## config.mk

```make
export PLATFORM = sky130hd
export DESIGN_NAME = flow_header_parser_unit
export DESIGN_NICKNAME = d
export VERILOG_FILES = /design/src/design/fhp_pkg.sv /design/src/design/fhp_parser.sv /design/src/design/fhp_out_queue.sv /design/src/design/flow_header_parser_unit.sv
export SDC_FILE = /design/constraint.sdc
export NUM_CORES = 2
export LEC_CHECK = 0
export BUFFER_PORTS_ARGS = -buffer_cell sky130_fd_sc_hd__buf_2
export CORE_ASPECT_RATIO = 0.5
export CORE_MARGIN = 2
export CORE_UTILIZATION = 35
export DETAILED_ROUTE_END_ITERATION = 7
export GPL_TIMING_DRIVEN = 0
export HOLD_SLACK_MARGIN = 0.03
export PLACE_DENSITY_LB_ADDON = 0.3
export SYNTH_ARGS = -nofsm -noshare
export SYNTH_HDL_FRONTEND = slang
export SYNTH_SLANG_ARGS = --single-unit
```

## constraint.sdc

```tcl
create_clock -name clk -period 51.5 [get_ports clk]
set_input_delay 10.3 -clock clk [delete_from_list [all_inputs] [get_ports clk]]
set_output_delay 10.3 -clock clk [all_outputs]
set_load 0.005 [all_outputs]
```

## src/design/fhp_pkg.sv

```systemverilog
// fhp_pkg: shared types and constants for the flow header parser.
// No dependencies; used by every module of the block.
package fhp_pkg;

  localparam int PAYLOAD_LIMIT_DEF = 256;
  localparam int LENGTH_BITS_DEF   = 16;
  localparam int QUEUE_DEPTH       = 4;
  localparam int PAY_COUNT_MAX     = 511;
  localparam int FRAME_BYTES_MAX   = 65535;
  localparam int ETH_HDR_BYTES     = 14;
  localparam int VLAN_HDR_END      = 18;

  localparam logic [15:0] ETYPE_IPV4 = 16'h0800;
  localparam logic [15:0] ETYPE_ARP  = 16'h0806;
  localparam logic [15:0] ETYPE_VLAN = 16'h8100;
  localparam logic [15:0] ETYPE_QINQ = 16'h88A8;
  localparam logic [7:0]  PROTO_ICMP = 8'd1;
  localparam logic [7:0]  PROTO_TCP  = 8'd6;
  localparam logic [7:0]  PROTO_UDP  = 8'd17;

  localparam logic KIND_PAYLOAD = 1'b0;
  localparam logic KIND_RECORD  = 1'b1;

  typedef struct packed {
    logic        record_kind;
    logic [7:0]  payload_byte;
    logic [47:0] dst_mac;
    logic [47:0] src_mac;
    logic [31:0] src_ip;
    logic [31:0] dst_ip;
    logic [15:0] sport;
    logic [15:0] dport;
    logic [7:0]  ip_protocol;
    logic [15:0] icmp_type_code;
    logic [15:0] frame_bytes;
    logic [8:0]  pay_count;
  } fhp_result_t;

  // Up to two results per input byte: payload first, then the record.
  typedef struct packed {
    logic        pay_vld;
    logic        rec_vld;
    fhp_result_t pay;
    fhp_result_t rec;
  } fhp_push_t;

endpackage

```

## src/design/fhp_parser.sv

```systemverilog
// fhp_parser: per-byte header state machine; builds payload and flow record results.
// Depends on fhp_pkg.
module fhp_parser import fhp_pkg::*; #(
  parameter int PAYLOAD_LIMIT = PAYLOAD_LIMIT_DEF,
  parameter int LENGTH_BITS   = LENGTH_BITS_DEF
) (
  input  logic       clk,
  input  logic       rst_n,
  input  logic       accept,
  input  logic [7:0] packet_byte,
  input  logic       last_byte,
  output fhp_push_t  push
);

  localparam int CAP_W = $clog2(PAYLOAD_LIMIT + 1);

  typedef enum logic [2:0] {
    PH_ETH, PH_VLAN, PH_IP, PH_ICMP, PH_TCP, PH_UDP, PH_PAYLOAD, PH_IDLE
  } phase_t;

  phase_t                 ph_r, ph_nxt;
  logic [LENGTH_BITS-1:0] off_r, off_nxt, off_inc, r, r4;
  logic [15:0]            etype_r, etype_nxt;
  logic [4:0]             l3_r, l3_nxt;
  logic [5:0]             ihb_r, ihb_nxt;
  logic [6:0]             l4_r, l4_nxt;
  logic [6:0]             l4hb_r, l4hb_nxt;
  logic [CAP_W-1:0]       cap_r, cap_nxt;
  logic [47:0]            dmac_r, dmac_nxt, smac_r, smac_nxt;
  logic [63:0]            ip_r, ip_nxt;
  logic [31:0]            ports_r, ports_nxt;
  logic [7:0]             proto_r, proto_nxt;
  logic [15:0]            icmp_r, icmp_nxt;
  logic                   hip_r, hip_nxt, hport_r, hport_nxt, hicmp_r, hicmp_nxt;
  logic                   pay_emit;
  logic [31:0]            off32, cap32;

  assign r  = off_r - LENGTH_BITS'(l3_r);
  assign r4 = off_r - LENGTH_BITS'(l4_r);
  assign off_inc = (off_r != '1) ? off_r + LENGTH_BITS'(1) : off_r;
  assign off32 = 32'(off_inc);

  always_comb begin
    ph_nxt = ph_r;      etype_nxt = etype_r;  l3_nxt = l3_r;     ihb_nxt = ihb_r;
    l4_nxt = l4_r;      l4hb_nxt = l4hb_r;    cap_nxt = cap_r;   dmac_nxt = dmac_r;
    smac_nxt = smac_r;  ip_nxt = ip_r;        ports_nxt = ports_r;
    proto_nxt = proto_r; icmp_nxt = icmp_r;
    hip_nxt = hip_r;    hport_nxt = hport_r;  hicmp_nxt = hicmp_r;
    pay_emit = 1'b0;
    case (ph_r)
      PH_ETH: begin
        if (off_r < LENGTH_BITS'(6)) dmac_nxt = {dmac_r[39:0], packet_byte};
        else if (off_r < LENGTH_BITS'(12)) smac_nxt = {smac_r[39:0], packet_byte};
        else etype_nxt = {etype_r[7:0], packet_byte};
        if (off_r == LENGTH_BITS'(13)) begin
          if (etype_nxt == ETYPE_VLAN || etype_nxt == ETYPE_QINQ) ph_nxt = PH_VLAN;
          else if (etype_nxt == ETYPE_IPV4) begin
            l3_nxt = 5'(ETH_HDR_BYTES);
            ph_nxt = PH_IP;
          end else ph_nxt = PH_IDLE;
        end
      end
      PH_VLAN: begin
        if (off_r == LENGTH_BITS'(16) || off_r == LENGTH_BITS'(17))
          etype_nxt = {etype_r[7:0], packet_byte};
        if (off_r >= LENGTH_BITS'(17)) begin
          if (etype_nxt == ETYPE_IPV4) begin
            l3_nxt = 5'(VLAN_HDR_END);
            ph_nxt = PH_IP;
          end else ph_nxt = PH_IDLE;
        end
      end
      PH_IP: begin
        if (r == '0) begin
          if (packet_byte[3:0] < 4'd5) ph_nxt = PH_IDLE;
          else ihb_nxt = {packet_byte[3:0], 2'b00};
        end else if (r == LENGTH_BITS'(9)) proto_nxt = packet_byte;
        else if (r >= LENGTH_BITS'(12) && r < LENGTH_BITS'(20))
          ip_nxt = {ip_r[55:0], packet_byte};
        if (r != '0 && r >= LENGTH_BITS'(19) &&
            (r + LENGTH_BITS'(1)) == LENGTH_BITS'(ihb_nxt)) begin
          hip_nxt = 1'b1;
          l4_nxt  = 7'(off_r + LENGTH_BITS'(1));
          if (proto_nxt == PROTO_ICMP) ph_nxt = PH_ICMP;
          else if (proto_nxt == PROTO_TCP) ph_nxt = PH_TCP;
          else if (proto_nxt == PROTO_UDP) ph_nxt = PH_UDP;
          else ph_nxt = PH_IDLE;
        end
      end
      PH_ICMP: begin
        if (r4 < LENGTH_BITS'(2)) icmp_nxt = {icmp_r[7:0], packet_byte};
        if (r4 == LENGTH_BITS'(7)) begin
          hicmp_nxt = 1'b1;
          ph_nxt = PH_IDLE;
        end
      end
      PH_TCP: begin
        if (r4 < LENGTH_BITS'(4)) ports_nxt = {ports_r[23:0], packet_byte};
        else if (r4 == LENGTH_BITS'(12)) l4hb_nxt = {1'b0, packet_byte[7:4], 2'b00};
        else if (r4 == LENGTH_BITS'(19)) begin
          hport_nxt = 1'b1;
          if (l4hb_r < 7'd20) ph_nxt = PH_IDLE;
          else if (l4hb_r == 7'd20) ph_nxt = PH_PAYLOAD;
        end else if (r4 > LENGTH_BITS'(19) &&
                     (r4 + LENGTH_BITS'(1)) == LENGTH_BITS'(l4hb_r)) ph_nxt = PH_PAYLOAD;
      end
      PH_UDP: begin
        if (r4 < LENGTH_BITS'(4)) ports_nxt = {ports_r[23:0], packet_byte};
        if (r4 == LENGTH_BITS'(7)) begin
          l4hb_nxt = 7'd8;
          hport_nxt = 1'b1;
          ph_nxt = PH_PAYLOAD;
        end
      end
      PH_PAYLOAD: begin
        if (cap_r < CAP_W'(PAYLOAD_LIMIT)) begin
          cap_nxt  = cap_r + CAP_W'(1);
          pay_emit = 1'b1;
        end
      end
      default: ;
    endcase
    off_nxt = off_inc;
  end

  assign cap32 = 32'(cap_nxt);

  always_comb begin
    push = '0;
    push.pay_vld = accept && pay_emit;
    push.pay.record_kind  = KIND_PAYLOAD;
    push.pay.payload_byte = packet_byte;
    push.rec_vld = accept && last_byte && (off32 >= 32'(ETH_HDR_BYTES));
    push.rec.record_kind    = KIND_RECORD;
    push.rec.dst_mac        = dmac_nxt;
    push.rec.src_mac        = smac_nxt;
    push.rec.src_ip         = hip_nxt ? ip_nxt[63:32] : '0;
    push.rec.dst_ip         = hip_nxt ? ip_nxt[31:0] : '0;
    push.rec.sport          = hport_nxt ? ports_nxt[31:16] : '0;
    push.rec.dport          = hport_nxt ? ports_nxt[15:0] : '0;
    push.rec.ip_protocol    = hip_nxt ? proto_nxt : '0;
    push.rec.icmp_type_code = hicmp_nxt ? icmp_nxt : '0;
    push.rec.frame_bytes    = (off32 > 32'(FRAME_BYTES_MAX)) ? 16'(FRAME_BYTES_MAX) : off32[15:0];
    push.rec.pay_count      = (cap32 > 32'(PAY_COUNT_MAX)) ? 9'(PAY_COUNT_MAX) : cap32[8:0];
  end

  always_ff @(posedge clk) begin
    if (!rst_n || (accept && last_byte)) begin
      ph_r <= PH_ETH;  off_r <= '0;    etype_r <= '0;  l3_r <= 5'(ETH_HDR_BYTES);
      ihb_r <= '0;     l4_r <= '0;     l4hb_r <= '0;   cap_r <= '0;
      dmac_r <= '0;    smac_r <= '0;   ip_r <= '0;     ports_r <= '0;
      proto_r <= '0;   icmp_r <= '0;
      hip_r <= 1'b0;   hport_r <= 1'b0; hicmp_r <= 1'b0;
    end else if (accept) begin
      ph_r <= ph_nxt;  off_r <= off_nxt; etype_r <= etype_nxt; l3_r <= l3_nxt;
      ihb_r <= ihb_nxt; l4_r <= l4_nxt;  l4hb_r <= l4hb_nxt;   cap_r <= cap_nxt;
      dmac_r <= dmac_nxt; smac_r <= smac_nxt; ip_r <= ip_nxt; ports_r <= ports_nxt;
      proto_r <= proto_nxt; icmp_r <= icmp_nxt;
      hip_r <= hip_nxt; hport_r <= hport_nxt; hicmp_r <= hicmp_nxt;
    end
  end

endmodule

```

## src/design/fhp_out_queue.sv

```systemverilog
// fhp_out_queue: small result queue taking up to two results a cycle, giving one while out_stall is low.
// Depends on fhp_pkg.
module fhp_out_queue import fhp_pkg::*; (
  input  logic        clk,
  input  logic        rst_n,
  input  fhp_push_t   push,
  output logic        full,
  output logic        out_valid,
  input  logic        out_stall,
  output fhp_result_t out_data
);

  localparam int PW = $clog2(QUEUE_DEPTH);

  fhp_result_t       mem_r [QUEUE_DEPTH];
  logic [PW-1:0]     wp_r, rp_r, wp_nxt, rp_nxt;
  logic [PW:0]       cnt_r, cnt_nxt;
  logic              pop;
  logic [1:0]        npush;

  assign out_valid = (cnt_r != '0);
  assign out_data  = mem_r[rp_r];
  assign pop       = out_valid && !out_stall;
  // room is kept for two requests, so the input side never overruns
  assign full      = (cnt_r > (PW+1)'(QUEUE_DEPTH - 2));
  assign npush     = 2'(push.pay_vld) + 2'(push.rec_vld);

  always_comb begin
    wp_nxt  = wp_r + PW'(npush);
    rp_nxt  = pop ? rp_r + PW'(1) : rp_r;
    cnt_nxt = cnt_r + (PW+1)'(npush) - (PW+1)'(pop);
  end

  always_ff @(posedge clk) begin
    if (!rst_n) begin
      wp_r <= '0; rp_r <= '0; cnt_r <= '0;
    end else begin
      wp_r <= wp_nxt; rp_r <= rp_nxt; cnt_r <= cnt_nxt;
    end
  end

  always_ff @(posedge clk) begin
    if (push.pay_vld) begin
      mem_r[wp_r] <= push.pay;
      if (push.rec_vld) mem_r[wp_r + PW'(1)] <= push.rec;
    end else if (push.rec_vld) begin
      mem_r[wp_r] <= push.rec;
    end
  end

endmodule

```

## src/design/flow_header_parser_unit.sv

```systemverilog
// Flow header parser top level: byte-wide frame input, result queue output.
// Depends on fhp_pkg, fhp_parser, fhp_out_queue.
//
// Input: one frame byte per request (in_packet_byte, in_last_byte on the final
// byte). Output: payload byte results (kind 0) for TCP/UDP payload up to
// PAYLOAD_LIMIT bytes, then one flow record (kind 1) on the frame's last byte.
// Frames shorter than 14 bytes produce nothing.
// Throughput: one input byte per cycle while in_stall is low. A result reaches out_
// the cycle after its byte is taken if the queue is empty, else behind queued ones.
// A last byte that is also a payload byte gives two results, drained one per cycle
// (out_stall low) from a 4-entry queue that raises in_stall when under two are free.
// Reset (rst_n low, synchronous) empties the queue and returns the parser to
// the Ethernet header; the end of every frame does the same to the parser.
// While out_stall is high the front result holds; input keeps flowing until
// the queue fills.
module flow_header_parser_unit import fhp_pkg::*; #(
  parameter int PAYLOAD_LIMIT = PAYLOAD_LIMIT_DEF,
  parameter int LENGTH_BITS   = LENGTH_BITS_DEF
) (
  input  logic        clk,
  input  logic        rst_n,
  input  logic        in_valid,
  output logic        in_stall,
  input  logic [7:0]  in_packet_byte,
  input  logic        in_last_byte,
  output logic        out_valid,
  input  logic        out_stall,
  output logic        out_record_kind,
  output logic [7:0]  out_payload_byte,
  output logic [47:0] out_dst_mac,
  output logic [47:0] out_src_mac,
  output logic [31:0] out_src_ip,
  output logic [31:0] out_dst_ip,
  output logic [15:0] out_sport,
  output logic [15:0] out_dport,
  output logic [7:0]  out_ip_protocol,
  output logic [15:0] out_icmp_type_code,
  output logic [15:0] out_frame_bytes,
  output logic [8:0]  out_pay_count
);

  fhp_push_t   push;
  fhp_result_t res;
  logic        full, accept;

  assign in_stall = full;
  assign accept   = in_valid && !full;

  fhp_parser #(.PAYLOAD_LIMIT(PAYLOAD_LIMIT), .LENGTH_BITS(LENGTH_BITS)) u_parser (
    .clk, .rst_n, .accept,
    .packet_byte(in_packet_byte), .last_byte(in_last_byte), .push
  );

  fhp_out_queue u_queue (
    .clk, .rst_n, .push, .full, .out_valid, .out_stall, .out_data(res)
  );

  assign out_record_kind    = res.record_kind;
  assign out_payload_byte   = res.payload_byte;
  assign out_dst_mac        = res.dst_mac;
  assign out_src_mac        = res.src_mac;
  assign out_src_ip         = res.src_ip;
  assign out_dst_ip         = res.dst_ip;
  assign out_sport          = res.sport;
  assign out_dport          = res.dport;
  assign out_ip_protocol    = res.ip_protocol;
  assign out_icmp_type_code = res.icmp_type_code;
  assign out_frame_bytes    = res.frame_bytes;
  assign out_pay_count      = res.pay_count;

endmodule

```

==> flow_summary.yaml <==
routing:
  firstDrtPassIters: 5
  antenna_left: 0
  vias: 38500
  routed_wirelength_um: 168000
  drtIter0Drc: 3958
  viasPerCell: 5.32
  drc: 0
  routedWlPerCell_um: 23.2
logic_synthesis:
  muxShareOfSynthArea: 0.145
  synth_area_um2: 56700
  ys.flop_type: "edfxtp_1"
  synth_cell_type_count: 84
  ys_ff_latch: 1291
  syn_area_per_cell_um2: 12.5
  yosysMostFrequentCell: "edfxtp_1"
  synth_compound_area_frac: 0.0448
  async_flop_share: 0
  synth-simple-area-share: 0.140
  synthesis.nets: 4575
  synth_top_family_by_area: "multiplexers"
  yosysWarnings: 0
  synthTopCellsByCount: "edfxtp_1, nor2_1, nand2_1"
  synth_edf_count: 964
  synth.yosys.seq_area_share: 0.626
  netlist_top_cells_area: "edfxtp_1, dfxtp_1, mux4_2"
  synth-xor-area-share: 0.00988
  synthCells: 4535
  synth_top_area_share: 0.510
  post_synth_fa_ha_maj_area_fraction: 0.00653
  synth_top_area_cell: "edfxtp_1"
sta:
  finalHoldViolations: 0
  slew_violations: 11
  rsz0062_at_grt: "false"
  skew_ns: 0.0370
  setup_tns_ns: 0
  finalCriticalPeriod_ns: 15.20
  fin_crit_sh: 0.295
  setup_viol: 0
  max_freq_ghz: 0.0658
  worst_slew_pin_slew_ns: 1.50
  relSlewSlack: -0.0104
place:
  place.gp.congestion: 0.873
  io_buffers: 258
  hpwl_um: 115000
  place_area_um2: 61400
critical_path:
  cp-end-kind: "flip-flop"
  worstSetupPathType: "in2reg"
  slowest_delay_ns: 1.16
  critPathSlowestCell: "nor3_1"
  critPathArrivalTime_ns: 15.79
  crit_path_start_kind: "input port"
  crit_chain: "buf_2 > and2_1 > clkbuf_1 > nand2_1 > a41o_1 > ha_1 > nor3_1 > a21oi_1 > clkbuf_2 > clkbuf_1 > nor2_1"
  worst_path_most_repeated_cell: "clkbuf_1"
  crit_fanout: 10
  worstPathRequired_ns: 52.10
layout:
  n_fill_cell: 15000
  multiInputGateArea_um2: 19700
  area_growth_pct: 15.7
  final_nets: 4982
  regArea_um2: 35500
  fin_area_um2: 65700
  drive_above_1_share: 0.160
floorplan:
  ioPinCount: 265
  die_w_um: 573
  start_util: 0.352
  rows: 104
  dieArea_um2: 166000
  coreArea_um2: 161000
  chipHeight_um: 289
clocking:
  cts_buffer_depth: 3
  insertion_delay_ns: 0.76
  cts_buffers: 121
  htreeDepth: 3
  cts_setup_buffers: 0
  clock-sinks: 1291
  cts_tree: "done"
  cts.hold.buffers_added: 0
  clk_pin_slew_worst_paths_ns: 0.06
  root_buffer: "clkbuf_16"
  post_cts_resized: 0
power:
  peakVddDrop_mv: 0.0304
  leakage_nw: 19.2
  power_density_nw_per_um2: 40.8
global_route:
  grtUsageTotal: 0.199
  grt_pass1_vias: 38600
  grt_max_degree: 98
  grt_pass1_wl_um: 248000
  overflow: 0
  antenna_found_initial: 3
worst_hold_path:
  hold_path_class: "reg2reg"
job:
  drv_cap: 1
outcome:
  status: "finished with violations"
  violations: "capacitance limit, slew limit"
flip-flops by register name (all words and copies together) (netlist names), 3 cells and up, named ones only:
signal and cells:
u_queue.cnt_r 3, u_parser.ports_r 32, u_parser.ihb_r 6, u_parser.ip_r 64, u_parser.cap_r 9, u_parser.l4_r 7, u_parser.icmp_r 16, u_parser.off_r 16
u_parser.etype_r 16, u_parser.ph_r 3, u_parser.smac_r 48, u_queue.mem_r 1000, u_parser.proto_r 8, u_parser.dmac_r 48, u_parser.l4hb_r 4
routing by layer:
| metal | vias up | global-route usage | wire, um |
|---|---|---|---|
| met1 | 19500 | 0.257 | 68700 |
| met5 | - | 0 | 0 |
| li1 | 17400 | - | - |
| met4 | 0 | 0.0659 | 5560 |
| met3 | 267 | 0.0338 | 10100 |
| met2 | 1277 | 0.343 | 83400 |
per-stage QoR:
| step | hold WS [ns] | setup slack [ns] | cells | power [mW] | utilization |
|---|---|---|---|---|---|
| floorplan | 0.418 | 22.22 | 4535 | 1.53 | - |
| global placement | 0.436 | 5.55 | 6966 | 1.77 | 0.377 |
| detailed placement | 0.435 | 35.49 | 6992 | 1.76 | 0.381 |
| CTS | 0.445 | 36.25 | 7222 | 2.71 | 0.408 |
| global route | 0.470 | 36.32 | 7222 | 2.78 | 0.408 |
| finish | 0.445 | 36.30 | 7224 | 2.68 | 0.408 |
critical path: cells and delay by family:
kind / cells / cell delay (ns)
AOI/OAI and AO/OA: 2 / 1.06
adders and majority gates: 1 / 0.28
buffers and inverters: 4 / 2.19
and+or+nand+nor: 4 / 1.92
area by class of cell:
cell class,instances,area share
Inverter,30,0.00183
Timing Repair Buffer,284,0.0288
Sequential cell,1291,0.541
Buffer,345,0.0228
Tap cell,2173,0.0414
Clock inverter,70,0.0124
Clock buffer,160,0.0526
Antenna cell,2,0.0000762
Multi-Input combinational cell,2869,0.299
cell families after synthesis:
kind of cell	after synthesis
AO/OA/AOI/OAI	419
buffers and inverters	375
flip-flops	1291
XOR/XNOR	64
adder cells (fa/ha/maj)	28
AND/OR/NAND/NOR	1848
multiplexers	510
final timing paths:
kind                                                    startpoint                                 end  slack, ns  depth (start not counted)
worst min-delay path            u_queue.mem_r[3][249]$_SDFFE_PP1P_  u_queue.mem_r[3][249]$_SDFFE_PP1P_       0.45                          2
worst min register to register  u_queue.mem_r[3][249]$_SDFFE_PP1P_  u_queue.mem_r[3][249]$_SDFFE_PP1P_       0.45                          2
worst max-delay path                                      in_valid       u_queue.mem_r[0][3]$_DFFE_PP_      36.30                         11
worst max register to register      u_parser.off_r[7]$_SDFFE_PP0P_       u_queue.mem_r[0][3]$_DFFE_PP_      43.45                         19
cell usage in the layout (no fill, tap or decap), types with 8 or more instances in the layout:
| cell type | count |
|---|---|
| nand2b_1 | 10 |
| clkbuf_16 | 129 |
| clkbuf_8 | 10 |
| a211o_1 | 9 |
| buf_2 | 273 |
| or3_1 | 15 |
| buf_1 | 50 |
| o211ai_1 | 8 |
| dfxtp_1 | 327 |
| a211oi_1 | 22 |
| mux2i_1 | 257 |
| a21oi_1 | 271 |
| inv_1 | 28 |
| clkbuf_1 | 269 |
| nor3_1 | 313 |
| bufinv_16 | 15 |
| clkinv_1 | 18 |
| o21ai_0 | 20 |
| nand3_1 | 34 |
| nor2b_1 | 21 |
| xnor2_1 | 38 |
| nor2_1 | 794 |
| nand2_1 | 543 |
| and3_1 | 18 |
| clkinv_2 | 26 |
| mux4_2 | 250 |
| buf_16 | 14 |
| nand4_1 | 8 |
| ha_1 | 24 |
| buf_12 | 10 |
| edfxtp_1 | 964 |
| nor4_1 | 13 |
| and2_1 | 20 |
| buf_6 | 24 |
| nand3b_1 | 9 |
| xor2_1 | 26 |
| a21o_1 | 11 |
power breakdown:
part	leakage (nW)	total, mW	switching, mW	internal, mW
Combinational	6.21	0.571	0.326	0.244
Sequential	10.9	1.16	0.0143	1.14
Clock	2.11	0.956	0.408	0.548
(Power assumes the default switching activity.)
